## config.mk

```make
export PLATFORM = sky130hd
export DESIGN_NAME = sync_char_frame_extractor
export DESIGN_NICKNAME = d
export VERILOG_FILES = /design/src/rtl/core/scfe_pkg.sv /design/src/rtl/core/scfe_csr.sv /design/src/rtl/core/scfe_parser.sv /design/src/rtl/core/scfe_rsp_fifo.sv /design/src/rtl/core/sync_char_frame_extractor.sv
export SDC_FILE = /design/constraint.sdc
export NUM_CORES = 1
export LEC_CHECK = 0
export ABC_CLOCK_PERIOD_IN_PS = 6000
export BUFFER_PORTS_ARGS = -buffer_cell sky130_fd_sc_hd__buf_2
export CAP_MARGIN = 20
export CORE_UTILIZATION = 50
export CTS_CLUSTER_SIZE = 10
export DETAILED_ROUTE_END_ITERATION = 12
export MAX_ROUTING_LAYER = met4
export PLACE_DENSITY = 0.68
export SETUP_SLACK_MARGIN = 0.15
export SLEW_MARGIN = 20
export SYNTH_ARGS = -nofsm -noshare
export SYNTH_HDL_FRONTEND = slang
export SYNTH_SLANG_ARGS = --single-unit
export TNS_END_PERCENT = 5
```

## constraint.sdc

```tcl
create_clock -name clock -period 6 [get_ports clock]
set_clock_uncertainty 0.2 [all_clocks]
set_input_delay 0.6 -clock clock [delete_from_list [all_inputs] [get_ports clock]]
set_output_delay 0.6 -clock clock [all_outputs]
set_load 0.02 [all_outputs]
```

## src/rtl/core/scfe_pkg.sv

```systemverilog
`default_nettype none
// ----------------------------------------------------------------------------
// Sync character frame extractor package
// Shared types and constants: configuration fields, register indexes and the
// layout of one result beat.
// ----------------------------------------------------------------------------
package scfe_pkg;

   localparam int unsigned ByteW   = 8;
   localparam int unsigned LenW    = 11;
   localparam int unsigned CsrIdxW = 3;
   localparam int unsigned CsrDatW = 11;

   // Configuration register indexes.
   typedef enum logic [CsrIdxW-1:0] {
      CSR_SYNC_CHAR   = 3'd0,
      CSR_DATA_MARK_A = 3'd1,
      CSR_DATA_MARK_B = 3'd2,
      CSR_CTRL_LEN    = 3'd3,
      CSR_DATA_LEN    = 3'd4
   } csr_index_type;

   // Current configuration, as seen by the parser.
   typedef struct packed {
      logic [ByteW-1:0] sync_char;
      logic [ByteW-1:0] data_mark_a;
      logic [ByteW-1:0] data_mark_b;
      logic [LenW-1:0]  control_frame_len;
      logic [LenW-1:0]  data_frame_len;
   } cfg_type;

   // One result beat.
   typedef struct packed {
      logic             last_of_frame;
      logic             first_of_frame;
      logic             frame_kind;
      logic [ByteW-1:0] out_byte;
   } rslt_type;

   // Results produced by one input byte: zero, one or two of them.
   typedef struct packed {
      logic [1:0]        count;
      rslt_type [1:0]    item;
   } push_type;

endpackage
`default_nettype wire

```

## src/rtl/core/scfe_csr.sv

```systemverilog
`default_nettype none
// ----------------------------------------------------------------------------
// Configuration registers
// Holds the sync character, the two data marks and the two frame lengths,
// written through a valid/ready port by register index.
// ----------------------------------------------------------------------------
module scfe_csr (
   input  wire                              clock,
   input  wire                              reset,
   input  wire                              csr_valid,
   output logic                             csr_ready,
   input  wire  [scfe_pkg::CsrIdxW-1:0]     csr_index,
   input  wire  [scfe_pkg::CsrDatW-1:0]     csr_data,
   output scfe_pkg::cfg_type                cfg
);
   import scfe_pkg::*;

   cfg_type cfg_ff;
   cfg_type cfg_in;

   // The port never stalls.
   assign csr_ready = 1'b1;
   assign cfg       = cfg_ff;

   // Decode the register index; indexes beyond the list are ignored.
   always_comb begin
      cfg_in = cfg_ff;
      if (csr_valid) begin
         unique case (csr_index_type'(csr_index))
            CSR_SYNC_CHAR:   cfg_in.sync_char         = csr_data[ByteW-1:0];
            CSR_DATA_MARK_A: cfg_in.data_mark_a       = csr_data[ByteW-1:0];
            CSR_DATA_MARK_B: cfg_in.data_mark_b       = csr_data[ByteW-1:0];
            CSR_CTRL_LEN:    cfg_in.control_frame_len = csr_data[LenW-1:0];
            CSR_DATA_LEN:    cfg_in.data_frame_len    = csr_data[LenW-1:0];
            default:         cfg_in = cfg_ff;
         endcase
      end
   end

   always_ff @(posedge clock) begin
      if (reset) begin
         cfg_ff.sync_char         <= ByteW'(22);
         cfg_ff.data_mark_a       <= ByteW'(17);
         cfg_ff.data_mark_b       <= ByteW'(18);
         cfg_ff.control_frame_len <= LenW'(2);
         cfg_ff.data_frame_len    <= LenW'(1024);
      end else begin
         cfg_ff <= cfg_in;
      end
   end

endmodule
`default_nettype wire

```

## src/rtl/core/scfe_parser.sv

```systemverilog
`default_nettype none
// ----------------------------------------------------------------------------
// Frame parser
// Hunts for the sync character, classifies the frame by its second byte and
// counts frame bytes, producing up to two result beats per input byte.
// ----------------------------------------------------------------------------
module scfe_parser #(
   parameter int unsigned MAX_FRAME_LEN = 1024
) (
   input  wire                              clock,
   input  wire                              reset,
   input  wire                              accept,
   input  wire  [scfe_pkg::ByteW-1:0]       in_byte,
   input  wire  scfe_pkg::cfg_type          cfg,
   output scfe_pkg::push_type               push
);
   import scfe_pkg::*;

   localparam int unsigned  CmpW   = 17;
   localparam logic [CmpW-1:0] MaxLen = CmpW'(MAX_FRAME_LEN);
   localparam logic [CmpW-1:0] MinLen = CmpW'(2);

   typedef enum logic [1:0] {
      PH_HUNT  = 2'd0,
      PH_SYNC  = 2'd1,
      PH_FRAME = 2'd2
   } phase_type;

   phase_type       phase_ff, phase_in;
   logic [LenW-1:0] count_ff, count_in;
   logic            kind_ff, kind_in;

   logic            mark_hit;
   logic [CmpW-1:0] len_sync;
   logic [CmpW-1:0] len_frame;
   logic [LenW-1:0] count_inc;
   logic            last_sync;
   logic            last_frame;

   // Clamp a programmed length to the range 2 .. MAX_FRAME_LEN.
   function automatic logic [CmpW-1:0] clamp_len(input logic [LenW-1:0] raw);
      logic [CmpW-1:0] wide;
      wide = CmpW'(raw);
      if (wide < MinLen) begin
         wide = MinLen;
      end else if (wide > MaxLen) begin
         wide = MaxLen;
      end
      return wide;
   endfunction

   // Frame length and end test for both the second byte and later bytes.
   assign mark_hit   = (in_byte == cfg.data_mark_a) || (in_byte == cfg.data_mark_b);
   assign len_sync   = mark_hit ? clamp_len(cfg.data_frame_len)
                                : clamp_len(cfg.control_frame_len);
   assign len_frame  = kind_ff ? clamp_len(cfg.data_frame_len)
                               : clamp_len(cfg.control_frame_len);
   assign last_sync  = (len_sync == MinLen);
   assign count_inc  = count_ff + LenW'(1);
   assign last_frame = (CmpW'(count_inc) >= len_frame);

   // Next state and result beats for the accepted byte.
   always_comb begin
      phase_in   = phase_ff;
      count_in   = count_ff;
      kind_in    = kind_ff;
      push.count = 2'd0;
      push.item  = '0;
      if (accept) begin
         unique case (phase_ff)
            PH_SYNC: begin
               kind_in                      = mark_hit;
               push.count                   = 2'd2;
               push.item[0].out_byte        = cfg.sync_char;
               push.item[0].frame_kind      = mark_hit;
               push.item[0].first_of_frame  = 1'b1;
               push.item[0].last_of_frame   = 1'b0;
               push.item[1].out_byte        = in_byte;
               push.item[1].frame_kind      = mark_hit;
               push.item[1].first_of_frame  = 1'b0;
               push.item[1].last_of_frame   = last_sync;
               if (last_sync) begin
                  phase_in = PH_HUNT;
                  count_in = '0;
               end else begin
                  phase_in = PH_FRAME;
                  count_in = LenW'(2);
               end
            end
            PH_FRAME: begin
               push.count                   = 2'd1;
               push.item[0].out_byte        = in_byte;
               push.item[0].frame_kind      = kind_ff;
               push.item[0].first_of_frame  = 1'b0;
               push.item[0].last_of_frame   = last_frame;
               if (last_frame) begin
                  phase_in = PH_HUNT;
                  count_in = '0;
               end else begin
                  count_in = count_inc;
               end
            end
            default: begin
               count_in = '0;
               phase_in = (in_byte == cfg.sync_char) ? PH_SYNC : PH_HUNT;
            end
         endcase
      end
   end

   always_ff @(posedge clock) begin
      if (reset) begin
         phase_ff <= PH_HUNT;
         count_ff <= '0;
         kind_ff  <= 1'b0;
      end else begin
         phase_ff <= phase_in;
         count_ff <= count_in;
         kind_ff  <= kind_in;
      end
   end

   // Inside a frame at least the sync byte and the second byte have gone out.
   a_frame_count : assert property (@(posedge clock) disable iff (reset)
      (phase_ff == PH_FRAME) |-> (count_ff >= LenW'(2)))
      else $error("frame phase with a byte count below two");

   // The last beat of a frame sends the parser back to hunting.
   a_last_hunts : assert property (@(posedge clock) disable iff (reset)
      (accept && (push.count != 2'd0) &&
       push.item[push.count[1]].last_of_frame) |=> (phase_ff == PH_HUNT))
      else $error("parser did not resume hunting after the last beat");

   // A byte taken while hunting never produces a result.
   a_hunt_silent : assert property (@(posedge clock) disable iff (reset)
      (phase_ff == PH_HUNT) |-> (push.count == 2'd0))
      else $error("result produced while hunting");

endmodule
`default_nettype wire

```

## src/rtl/core/scfe_rsp_fifo.sv

```systemverilog
`default_nettype none
// ----------------------------------------------------------------------------
// Result queue
// Four-entry register queue that takes up to two result beats per cycle while
// two entries are free, and hands out one per cycle while rsp_tready is high.
// ----------------------------------------------------------------------------
module scfe_rsp_fifo (
   input  wire                              clock,
   input  wire                              reset,
   input  wire  scfe_pkg::push_type         push,
   output logic                             room,
   output logic                             rsp_tvalid,
   input  wire                              rsp_tready,
   output scfe_pkg::rslt_type               rsp_item
);
   import scfe_pkg::*;

   localparam int unsigned Depth = 4;
   localparam int unsigned PtrW  = 2;
   localparam int unsigned CntW  = 3;

   rslt_type        mem_ff [Depth];
   logic [PtrW-1:0] wr_ff, wr_in;
   logic [PtrW-1:0] rd_ff, rd_in;
   logic [CntW-1:0] count_ff, count_in;
   logic            pop;

   // Room for a full two-beat burst keeps the input side open.
   assign room       = (count_ff <= CntW'(Depth - 2));
   assign rsp_tvalid = (count_ff != '0);
   assign rsp_item   = mem_ff[rd_ff];
   assign pop        = rsp_tvalid && rsp_tready;

   // Pointer and fill-level update.
   always_comb begin
      wr_in    = wr_ff + PtrW'(push.count);
      rd_in    = rd_ff + PtrW'(pop);
      count_in = count_ff + CntW'(push.count) - CntW'(pop);
   end

   always_ff @(posedge clock) begin
      if (reset) begin
         wr_ff    <= '0;
         rd_ff    <= '0;
         count_ff <= '0;
      end else begin
         wr_ff    <= wr_in;
         rd_ff    <= rd_in;
         count_ff <= count_in;
      end
   end

   // Storage for the queued beats.
   always_ff @(posedge clock) begin
      if (push.count != 2'd0) begin
         mem_ff[wr_ff] <= push.item[0];
      end
      if (push.count == 2'd2) begin
         mem_ff[wr_ff + PtrW'(1)] <= push.item[1];
      end
   end

   // The queue never holds more beats than it has entries.
   a_no_overflow : assert property (@(posedge clock) disable iff (reset)
      count_ff <= CntW'(Depth))
      else $error("result queue overflow");

   // Beats only arrive while there is room for a full burst.
   a_push_room : assert property (@(posedge clock) disable iff (reset)
      (push.count != 2'd0) |-> room)
      else $error("beats pushed without room");

   // Fill level and pointers stay consistent.
   a_level : assert property (@(posedge clock) disable iff (reset)
      (wr_ff - rd_ff) == count_ff[PtrW-1:0])
      else $error("queue pointers disagree with fill level");

endmodule
`default_nettype wire

```

## src/rtl/core/sync_char_frame_extractor.sv

```systemverilog
`default_nettype none
// ----------------------------------------------------------------------------
// Sync character frame extractor
// Cuts a stream of received bytes into control and data frames opened by a
// programmable sync character.
// ----------------------------------------------------------------------------
// The block takes one received byte per beat on the req_ channel and, while
// not space-limited, accepts a byte every cycle. Bytes outside a frame are
// dropped until the sync character arrives; the following byte selects a data
// frame (either data mark) or a control frame, and frame beats leave on the
// rsp_ channel one per cycle while rsp_tready is high. The sync beat is
// released with the second byte, so that byte yields two beats; a four-entry
// result queue absorbs the burst and req_tready falls only while fewer than
// two entries are free. Frame lengths count the sync byte and are clamped to
// 2 .. MAX_FRAME_LEN.
module sync_char_frame_extractor #(
   parameter int unsigned MAX_FRAME_LEN = 1024
) (
   input  wire         clock,
   input  wire         reset,
   // Received bytes.
   input  wire         req_tvalid,
   output logic        req_tready,
   input  wire  [7:0]  req_tdata,   // [7:0] in_byte
   // Frame beats.
   output logic        rsp_tvalid,
   input  wire         rsp_tready,
   output logic [7:0]  rsp_tdata,   // [7:0] out_byte
   output logic [1:0]  rsp_tuser,   // [0] frame_kind, [1] first_of_frame
   output logic        rsp_tlast,   // last_of_frame
   // Configuration writes.
   input  wire         csr_valid,
   output logic        csr_ready,
   input  wire  [2:0]  csr_index,
   input  wire  [10:0] csr_data
);
   import scfe_pkg::*;

   cfg_type  cfg;
   push_type push;
   rslt_type rsp_item;
   logic     room;
   logic     accept;

   assign req_tready = room;
   assign accept     = req_tvalid && room;

   scfe_csr u_csr (
      .clock     (clock),
      .reset     (reset),
      .csr_valid (csr_valid),
      .csr_ready (csr_ready),
      .csr_index (csr_index),
      .csr_data  (csr_data),
      .cfg       (cfg)
   );

   scfe_parser #(
      .MAX_FRAME_LEN (MAX_FRAME_LEN)
   ) u_parser (
      .clock   (clock),
      .reset   (reset),
      .accept  (accept),
      .in_byte (req_tdata),
      .cfg     (cfg),
      .push    (push)
   );

   scfe_rsp_fifo u_rsp_fifo (
      .clock      (clock),
      .reset      (reset),
      .push       (push),
      .room       (room),
      .rsp_tvalid (rsp_tvalid),
      .rsp_tready (rsp_tready),
      .rsp_item   (rsp_item)
   );

   // Result beat to stream fields.
   assign rsp_tdata = rsp_item.out_byte;
   assign rsp_tuser = {rsp_item.first_of_frame, rsp_item.frame_kind};
   assign rsp_tlast = rsp_item.last_of_frame;

endmodule
`default_nettype wire

```

== Word level (Yosys, flattened, before mapping) ==
Memories as Yosys holds them, arrays and structs flattened. A register that Yosys moved wholly into a read port is not among the register bits.
Index checks and enable logic that the tools add are counted.

* Register bits after elaboration: 67
* Memory bits (writable): 44
* Logic and storage cells: 71
* Memories: 1

* $add $sub $neg: 6
* Equal/unequal tests: 12
* $lt $le $gt $ge: 6
* Reductions and logical operators: 13
* Multiplexer cells: 22

{| class="wikitable"
|+ Memory list
! name !! words !! bits a word !! read ports !! clocked after memory_dff !! wr ports !! RTL line !! text
|-
| u_rsp_fifo.mem_ff || 4 || 11 || 1 || 1 || 2 || scfe_rsp_fifo.sv:22 || <nowiki>rslt_type mem_ff [Depth];</nowiki>
|}

{| class="wikitable"
|+ Operators by type and width
! kind !! count
|-
| $mux W17 || 4
|-
| $mux W11 || 4
|-
| $pmux W11 S2 || 2
|-
| $eq A8 B8 Y1 || 3
|-
| $mux W24 || 1
|-
| $gt A11 B11 Y1 const B || 2
|-
| $lt A11 B2 Y1 const B || 2
|-
| $eq A17 B2 Y1 const B || 1
|-
| $ge A11 B17 Y1 || 1
|-
| $reduce_and A2 Y1 || 7
|-
| $add A11 B1 Y11 const B || 1
|-
| $mux W2 || 4
|-
| $pmux W2 S2 || 2
|-
| $eq A3 B2 Y1 const B || 2
|-
| $mux W1 || 5
|-
| $eq A2 B2 Y1 const B || 2
|-
| $add A3 B2 Y3 || 1
|-
| $eq A3 B1 Y1 const B || 1
|-
| $eq A3 B3 Y1 const B || 1
|-
| $le A3 B2 Y1 const B || 1
|-
| $logic_not A3 Y1 || 1
|-
| $reduce_bool A3 Y1 || 1
|-
| $sub A3 B1 Y3 || 1
|-
| $add A2 B1 Y2 || 1
|-
| other kinds (7) || 8
|}

== Longest topological paths before layout ==
Gate-level depths: netlist (run 1).

* Word-level depth: 10
* Depth in mapped cells: 13
* Gate-level depth less buffers: 12

== Cells and area by module ==
From an unflattened synthesis (run 1), not the netlist that was laid out.

* Cell total of the unflattened synthesis: 558
* Area total of the unflattened synthesis: 6314.8 um^2

{| class="wikitable"
|+ By module, submodules not included
! module !! cells each !! sequential area each (um^2) !! area an instance (um^2) !! times used
|-
| scfe_rsp_fifo || 152 || 1461.4 || 2680.1 || 1
|-
| scfe_csr || 176 || 920.9 || 1876.8 || 1
|-
| scfe_parser || 229 || 280.3 || 1751.7 || 1
|-
| sync_char_frame_extractor || 1 || 0.0 || 6.3 || 1
|}

== Worst setup path before layout (run 1) ==
No wires, ideal clock.

* Path type: register to register
* From: register u_csr.cfg_ff, in the netlist u_csr.cfg[5]
* To: memory u_rsp_fifo.mem_ff[0][10] (netlist name) (data pin)
* Setup time: 0.273 ns
* Stages on the path, launching flop included: 13
* Path slack: 2.739 ns
* Data arrival time: 2.788 ns
* Cells stage by stage: dfxtp_1 -> nor4_1 -> nand2_1 -> o31ai_1 -> and2_1 -> clkbuf_1 -> a22oi_1 -> ha_1 -> or4_1 -> o21a_1 -> o31ai_2 -> or2_2 -> o22ai_1

{| class="wikitable"
|+ RTL lines
! item !! RTL line !! text
|-
| from (decl) || scfe_csr.sv:18 || <nowiki>cfg_type cfg_ff;</nowiki>
|-
| from (signal assigned) || scfe_csr.sv:48 || <nowiki>cfg_ff <= cfg_in;</nowiki>
|-
| to (decl) || scfe_rsp_fifo.sv:22 ||
|}

==> results of run 1 <==
cells by family after synthesis:
family                   after synthesis
AO/OA/AOI/OAI                        135
flip-flops                           111
buffers and inverters                 46
XOR/XNOR                              38
other                                  1
AND/OR/NAND/NOR                      221
adder cells (fa/ha/maj)               20
multiplexers                          22
worst register-to-register path: cells and delay by family (launching register included):
| family | cells | cell delay (ns) |
|---|---|---|
| AND/OR/NAND/NOR | 5 | 1.56 |
| flip-flops | 1 | 0.32 |
| AO/OA/AOI/OAI | 5 | 1.01 |
| adder cells (fa/ha/maj) | 1 | 0.22 |
path summary, 6_finish.rpt:
check / startpoint / end / cells after the start
worst max-delay path: u_csr.cfg[5] / u_rsp_fifo.mem_ff[0][10] / 11
worst min-delay path: u_csr.cfg[32] / u_csr.cfg[32] / 2
worst max register to register: u_csr.cfg[5] / u_rsp_fifo.mem_ff[0][10] / 11
worst min register to register: u_csr.cfg[32] / u_csr.cfg[32] / 2
placed cells by master, fill, tap and decap left out, drive strengths merged, types with 16 or more instances in the layout:
master and count:
nor2 35, xor2 26, nand3 16, a22o 43, dfxtp 71, nand2 102, a21oi 45, buf 40
edfxtp 40, ha 19
sequential cells by signal, summed over array words and instances (netlist names):
name,cells
u_rsp_fifo.count_ff,3
u_rsp_fifo.wr_ff,2
u_rsp_fifo.mem_ff,44
u_parser.phase_ff,2
u_parser.kind_ff,1
u_parser.count_ff,11
u_csr.cfg,46
u_rsp_fifo.rd_ff,2
where the power goes:
| part | internal, mW | switching, mW | total (mW) |
|---|---|---|---|
| clock network | 0.319 | 0.256 | 0.575 |
| logic | 0.104 | 0.122 | 0.227 |
| registers | 0.795 | 0.0417 | 0.837 |
metal layers:
metal / vias up / part of all wire (%)
met5: - / 0
met4: 0 / 1.7
met3: 21 / 4.0
met2: 132 / 49
met1: 2110 / 45
li1: 2201 / -
metrics by stage:
stage,power (mW),std cells,setup WS [ns]
final,1.638,758,2.412
after global routing,1.714,758,2.285
after CTS,1.654,758,2.468
after global placement,1.074,742,2.581
after detailed placement,1.084,742,2.491
after floorplan,1.027,594,2.739
cell type report:
class                   count  area (µm²)  share of cell area [%]
well taps                 143       178.9                   2.803
repair buffers             40       202.7                   3.175
inverters                  11       41.29                  0.6468
flip-flops and latches    111        2623                   41.08
clock buffers              14       275.3                   4.312
clock inverters             2       15.01                  0.2352
multi-input cells         437        3048                   47.75
==> impl_metrics.ini, run 1 <==
[clock_network]
ctsResizeCount = 0
root_buffer = clkbuf_16
cts_hold_buffers = 0
cts_inserted_buffers = 9
clk_pin_slew_worst_paths_ns = 0.07
htree_levels = 3
clock_path_buffers = 2
clock_sink_count = 111
cts_setup_buffers = 0
clk_latency_ns = 0.34
tritoncts = done

[global_route]
track_usage_pct = 22.37
grt_max_degree = 57
grt_pass1_vias = 4347
antenna_found_initial = 0
grt_pass1_wl_mm = 21.38
grt_overflow = 0
grt_use_met2_pct = 38.01
grt_most_used_layer = met2
grtUsageMet3_pct = 2.624
met1_usage_pct = 27.59

[sta]
rsz0062_at_grt = false
max_slew_margin_pct = 47.33
tns_ns = 0
hold_slack_ns = 0.2734
fin_crit_ns = 3.588
timing.fmax_ghz = 0.2787
finalHoldViolCount = 0
worst_pin_slew_ns = 0.7890
slew_viol_final = 0
setup_viol = 0
fin_crit_sh_pct = 59.80

[synthesis]
synth_nets = 641
synth_top_family_by_area = simple AND/OR/NAND/NOR gates
yosysUniqueCellTypes = 64
synth_common_cells = 101 x nand2_1, 71 x dfxtp_1, 44 x a21oi_1
ys.flop_type = dfxtp_1
synthDominantAreaCellType = dfxtp_1
yosysMostFrequentCell = nand2_1
synth-seq-cells = 111
ys_async_sr_fraction_pct = 0
muxShareOfSynthArea_pct = 6.143
synthCells = 594
synth_adder_area_share_pct = 4.363
synth-compound-area-share_pct = 16.31
synth_seq_area_share_pct = 44.40
synthesis.area_um2 = 5907
synth.avg_cell_area_um2 = 9.944
netlist_top_cells_area = dfxtp_1 24%, edfxtp_1 20%, nand2_1 6.4%, a22o_1 5.8%, mux4_2 4.2%
yosysWarnings = 0
synth_edf_count = 40
synthXorXnorAreaFrac_pct = 6.143
synth_top_cell_area_share_pct = 24.06
yosys.area_share.simple_pct = 18.49

[critical_path]
critPathRequiredTime_ns = 5.86
critPathArrivalTime_ns = 3.45
max_stage_delay_ns = 0.52
cp_max_fo = 6
cp_cell_sequence = nor4_1, nand2_1, o31ai_1, and2_1, a22oi_1, ha_1, or4_1, o21a_1, o31ai_2, or2_2, o22ai_1
rrSetupSlack_ns = 2.41
slowest_stage = or4_1
crit_buf_inv = 0
cp-end-kind = register
cp-start-kind = register
path_class = register to register
path_delay_family = simple AND/OR/NAND/NOR gates

[run_status]
status = finished, final reports clean

[floorplan]
dieWidth_um = 110.7
core_area_um2 = 11470
die_area_um2 = 12250
io_pins = 41
rows = 39
initial_core_util_pct = 51.51
die_height_um = 110.7

[power_and_ir_drop]
vdd_drop_max_v = 0.0001413
leakagePower_nw = 2.179
p_per_area_nw_per_um2 = 256.6

[placement]
gp_congestion = 0.8270
port_buffers = 39
hpwl_mm = 9.562
placed_area_um2 = 6088

[route]
drc = 0
vias = 4464
ant_nets = 0
via_per_inst = 5.889
post_drt_wl_per_cell_um = 17.06
wl_mm = 12.93
first_pass_iters = 5
drtIter0Drc = 246

[final_layout]
antenna-diode-count = 0
final_design_area_no_fill_um2 = 6384
drive_above_1_share_pct = 15.77
fill_cells = 987
final_util_pct = 55.67
nNetsFinal = 657
area_delta_synth_final_pct = 8.070

[hold_path]
hp-class = register to register

[run]
drv_cap = 0
No activity file was read; power rests on OpenSTA's default activity.
==> inputs of run 2 (changes only) <==
--- a/config.mk
+++ b/config.mk
@@ -5,7 +5,7 @@
 export SDC_FILE = /design/constraint.sdc
 export NUM_CORES = 1
 export LEC_CHECK = 0
-export ABC_CLOCK_PERIOD_IN_PS = 6000
+export ABC_CLOCK_PERIOD_IN_PS = 3600
 export BUFFER_PORTS_ARGS = -buffer_cell sky130_fd_sc_hd__buf_2
 export CAP_MARGIN = 20
 export CORE_UTILIZATION = 50
==> constraint.sdc (replaced) <==
create_clock -name clock -period 3.6 [get_ports clock]
set_clock_uncertainty 0.2 [all_clocks]
set_input_delay 0.36 -clock clock [delete_from_list [all_inputs] [get_ports clock]]
set_output_delay 0.36 -clock clock [all_outputs]
set_load 0.02 [all_outputs]
==> run 2 against run 1 <==
Net effect:
- total power is 71% higher
- sequential cell count stayed put
- sequential share of layout area is 0.70 points lower
- worst setup slack worse by 2.2 ns
- via count is 0.58% higher
- final cell count is 0.53% higher
- routed wire length is 2.8% higher
- combinational power is 67% higher
- first-iteration DRC count is 6.9% lower
- maximum frequency is 5.4% higher
- largest power group unchanged
- highest routed layer unchanged
==> impl_metrics.ini, run 2 (synthesized netlist as in run 1, its figures left out) <==
[run_status]
status = finished, final reports clean

[final_layout]
final_design_area_no_fill_um2 = 6494
antenna-diode-count = 0
nNetsFinal = 661
area_delta_synth_final_pct = 9.934
final_common_cell = nand2_1
largest_register_ffs = 46
drive_above_1_share_pct = 17.93
final_cell_mix = 100 x nand2_1, 71 x dfxtp_1, 43 x a21oi_1, 40 x edfxtp_1
final_util_pct = 56.63
fill_cells = 981

[route]
wl_mm = 13.29
first_pass_iters = 4
vias = 4490
drtIter0Drc = 229
ant_nets = 0
post_drt_wl_per_cell_um = 17.43
drc = 0
via_per_inst = 5.892

[clock_network]
cts_inserted_buffers = 9
clock_path_buffers = 2
root_buffer = clkbuf_16
clk_pin_slew_worst_paths_ns = 0.07
clock_sink_count = 111
htree_levels = 3
tritoncts = done
clk_latency_ns = 0.36
cts_hold_buffers = 0

[sta]
fin_crit_sh_pct = 94.58
timing.fmax_ghz = 0.2937
fin_crit_ns = 3.405
fin_ws_ns = 0.1949
tns_ns = 0
finalHoldViolCount = 0
worst_pin_slew_ns = 0.7911
slew_viol_final = 0
rsz0062_at_grt = true
max_slew_margin_pct = 47.19
setup_viol = 0

[floorplan]
initial_core_util_pct = 51.51
die_height_um = 110.7
die_area_um2 = 12250
io_pins = 41
core_area_um2 = 11470
rows = 39
dieWidth_um = 110.7

[power_and_ir_drop]
leakagePower_nw = 2.235
vdd_drop_max_v = 0.0003224
p_per_area_nw_per_um2 = 432.6

[critical_path]
critPathArrivalTime_ns = 3.29
cp_cell_sequence = nor4_2, nand2_1, o31ai_1, and2_4, a22oi_1, ha_1, or4_1, o21a_2, o31ai_4, or2_4, o22ai_1
cp-end-kind = register
slowest_stage = or4_1
cp-start-kind = register
max_stage_delay_ns = 0.52
cp_max_fo = 6
path_class = register to register
critPathRequiredTime_ns = 3.48

[placement]
hpwl_mm = 9.842
dp_slack_ns = 0.09779
port_buffers = 39
gp_congestion = 0.8711
placed_area_um2 = 6111

[global_route]
grt_overflow = 0
track_usage_pct = 23.24
grt_pass1_vias = 4433
antenna_found_initial = 0
grt_max_degree = 30
grt_pass1_wl_mm = 22.06

[run]
drv_cap = 0

[hold_path]
hp-class = input port to register
-- run 2: layer usage --
layer | GRT usage, % | up-vias | share of wire (%)
met2 | 38.01 | 130 | 50
li1 | - | 2208 | -
met1 | 29.35 | 2139 | 44
met3 | 4.046 | 13 | 5.1
met4 | 7.556 | 0 | 1.2
met5 | - | - | 0
-- run 2: layout make-up --
class                           instances  area [µm²]  share of cell area, %
Sequential cell                       111        2623                  40.39
Clock buffer                           11       232.7                  3.584
Inverter                               11       41.29                 0.6358
Timing Repair Buffer                   44       232.7                  3.584
Clock inverter                          5       71.32                  1.098
Tap cell                              143       178.9                  2.755
Multi-Input combinational cell        437        3114                  47.96
-- run 2: what timing repair did --
item	4_1_cts	5_1_grt
endpoints found under the setup margin	4	15
gates resized for setup	2	14
buffers inserted	0	1
pin swaps	0	4
-- run 2: power by group --
group	internal (mW)	switching, mW	total, mW
Clock	0.580	0.454	1.03
Combinational	0.176	0.203	0.379
Sequential	1.32	0.0709	1.40
-- run 2: stage by stage --
step / hold slack, ns / cells / total power, mW
CTS: 0.03481 / 761 / 2.824
global placement: 0.2614 / 745 / 1.788
detailed placement: 0.2675 / 745 / 1.805
global route: 0.05187 / 762 / 2.930
floorplan: 0.2481 / 594 / 1.712
finish: 0.04138 / 762 / 2.809
-- run 2: final timing paths --
path,from,cells past startpoint,end,slack [ns]
setup / recovery,u_csr.cfg[9],11,u_rsp_fifo.mem_ff[1][10],0.19
hold reg to reg,u_csr.cfg[33],2,u_csr.cfg[33],0.28
hold / removal,csr_data[10],3,u_csr.cfg[10],0.04
setup reg to reg,u_csr.cfg[9],11,u_rsp_fifo.mem_ff[1][10],0.19
-- run 2: critical path: cells and delay by family, from the launching register on --
family | cells | cell delay [ns]
adder cells (fa/ha/maj) | 1 | 0.22
flip-flops | 1 | 0.34
AO/OA/AOI/OAI | 5 | 0.94
AND/OR/NAND/NOR | 5 | 1.42
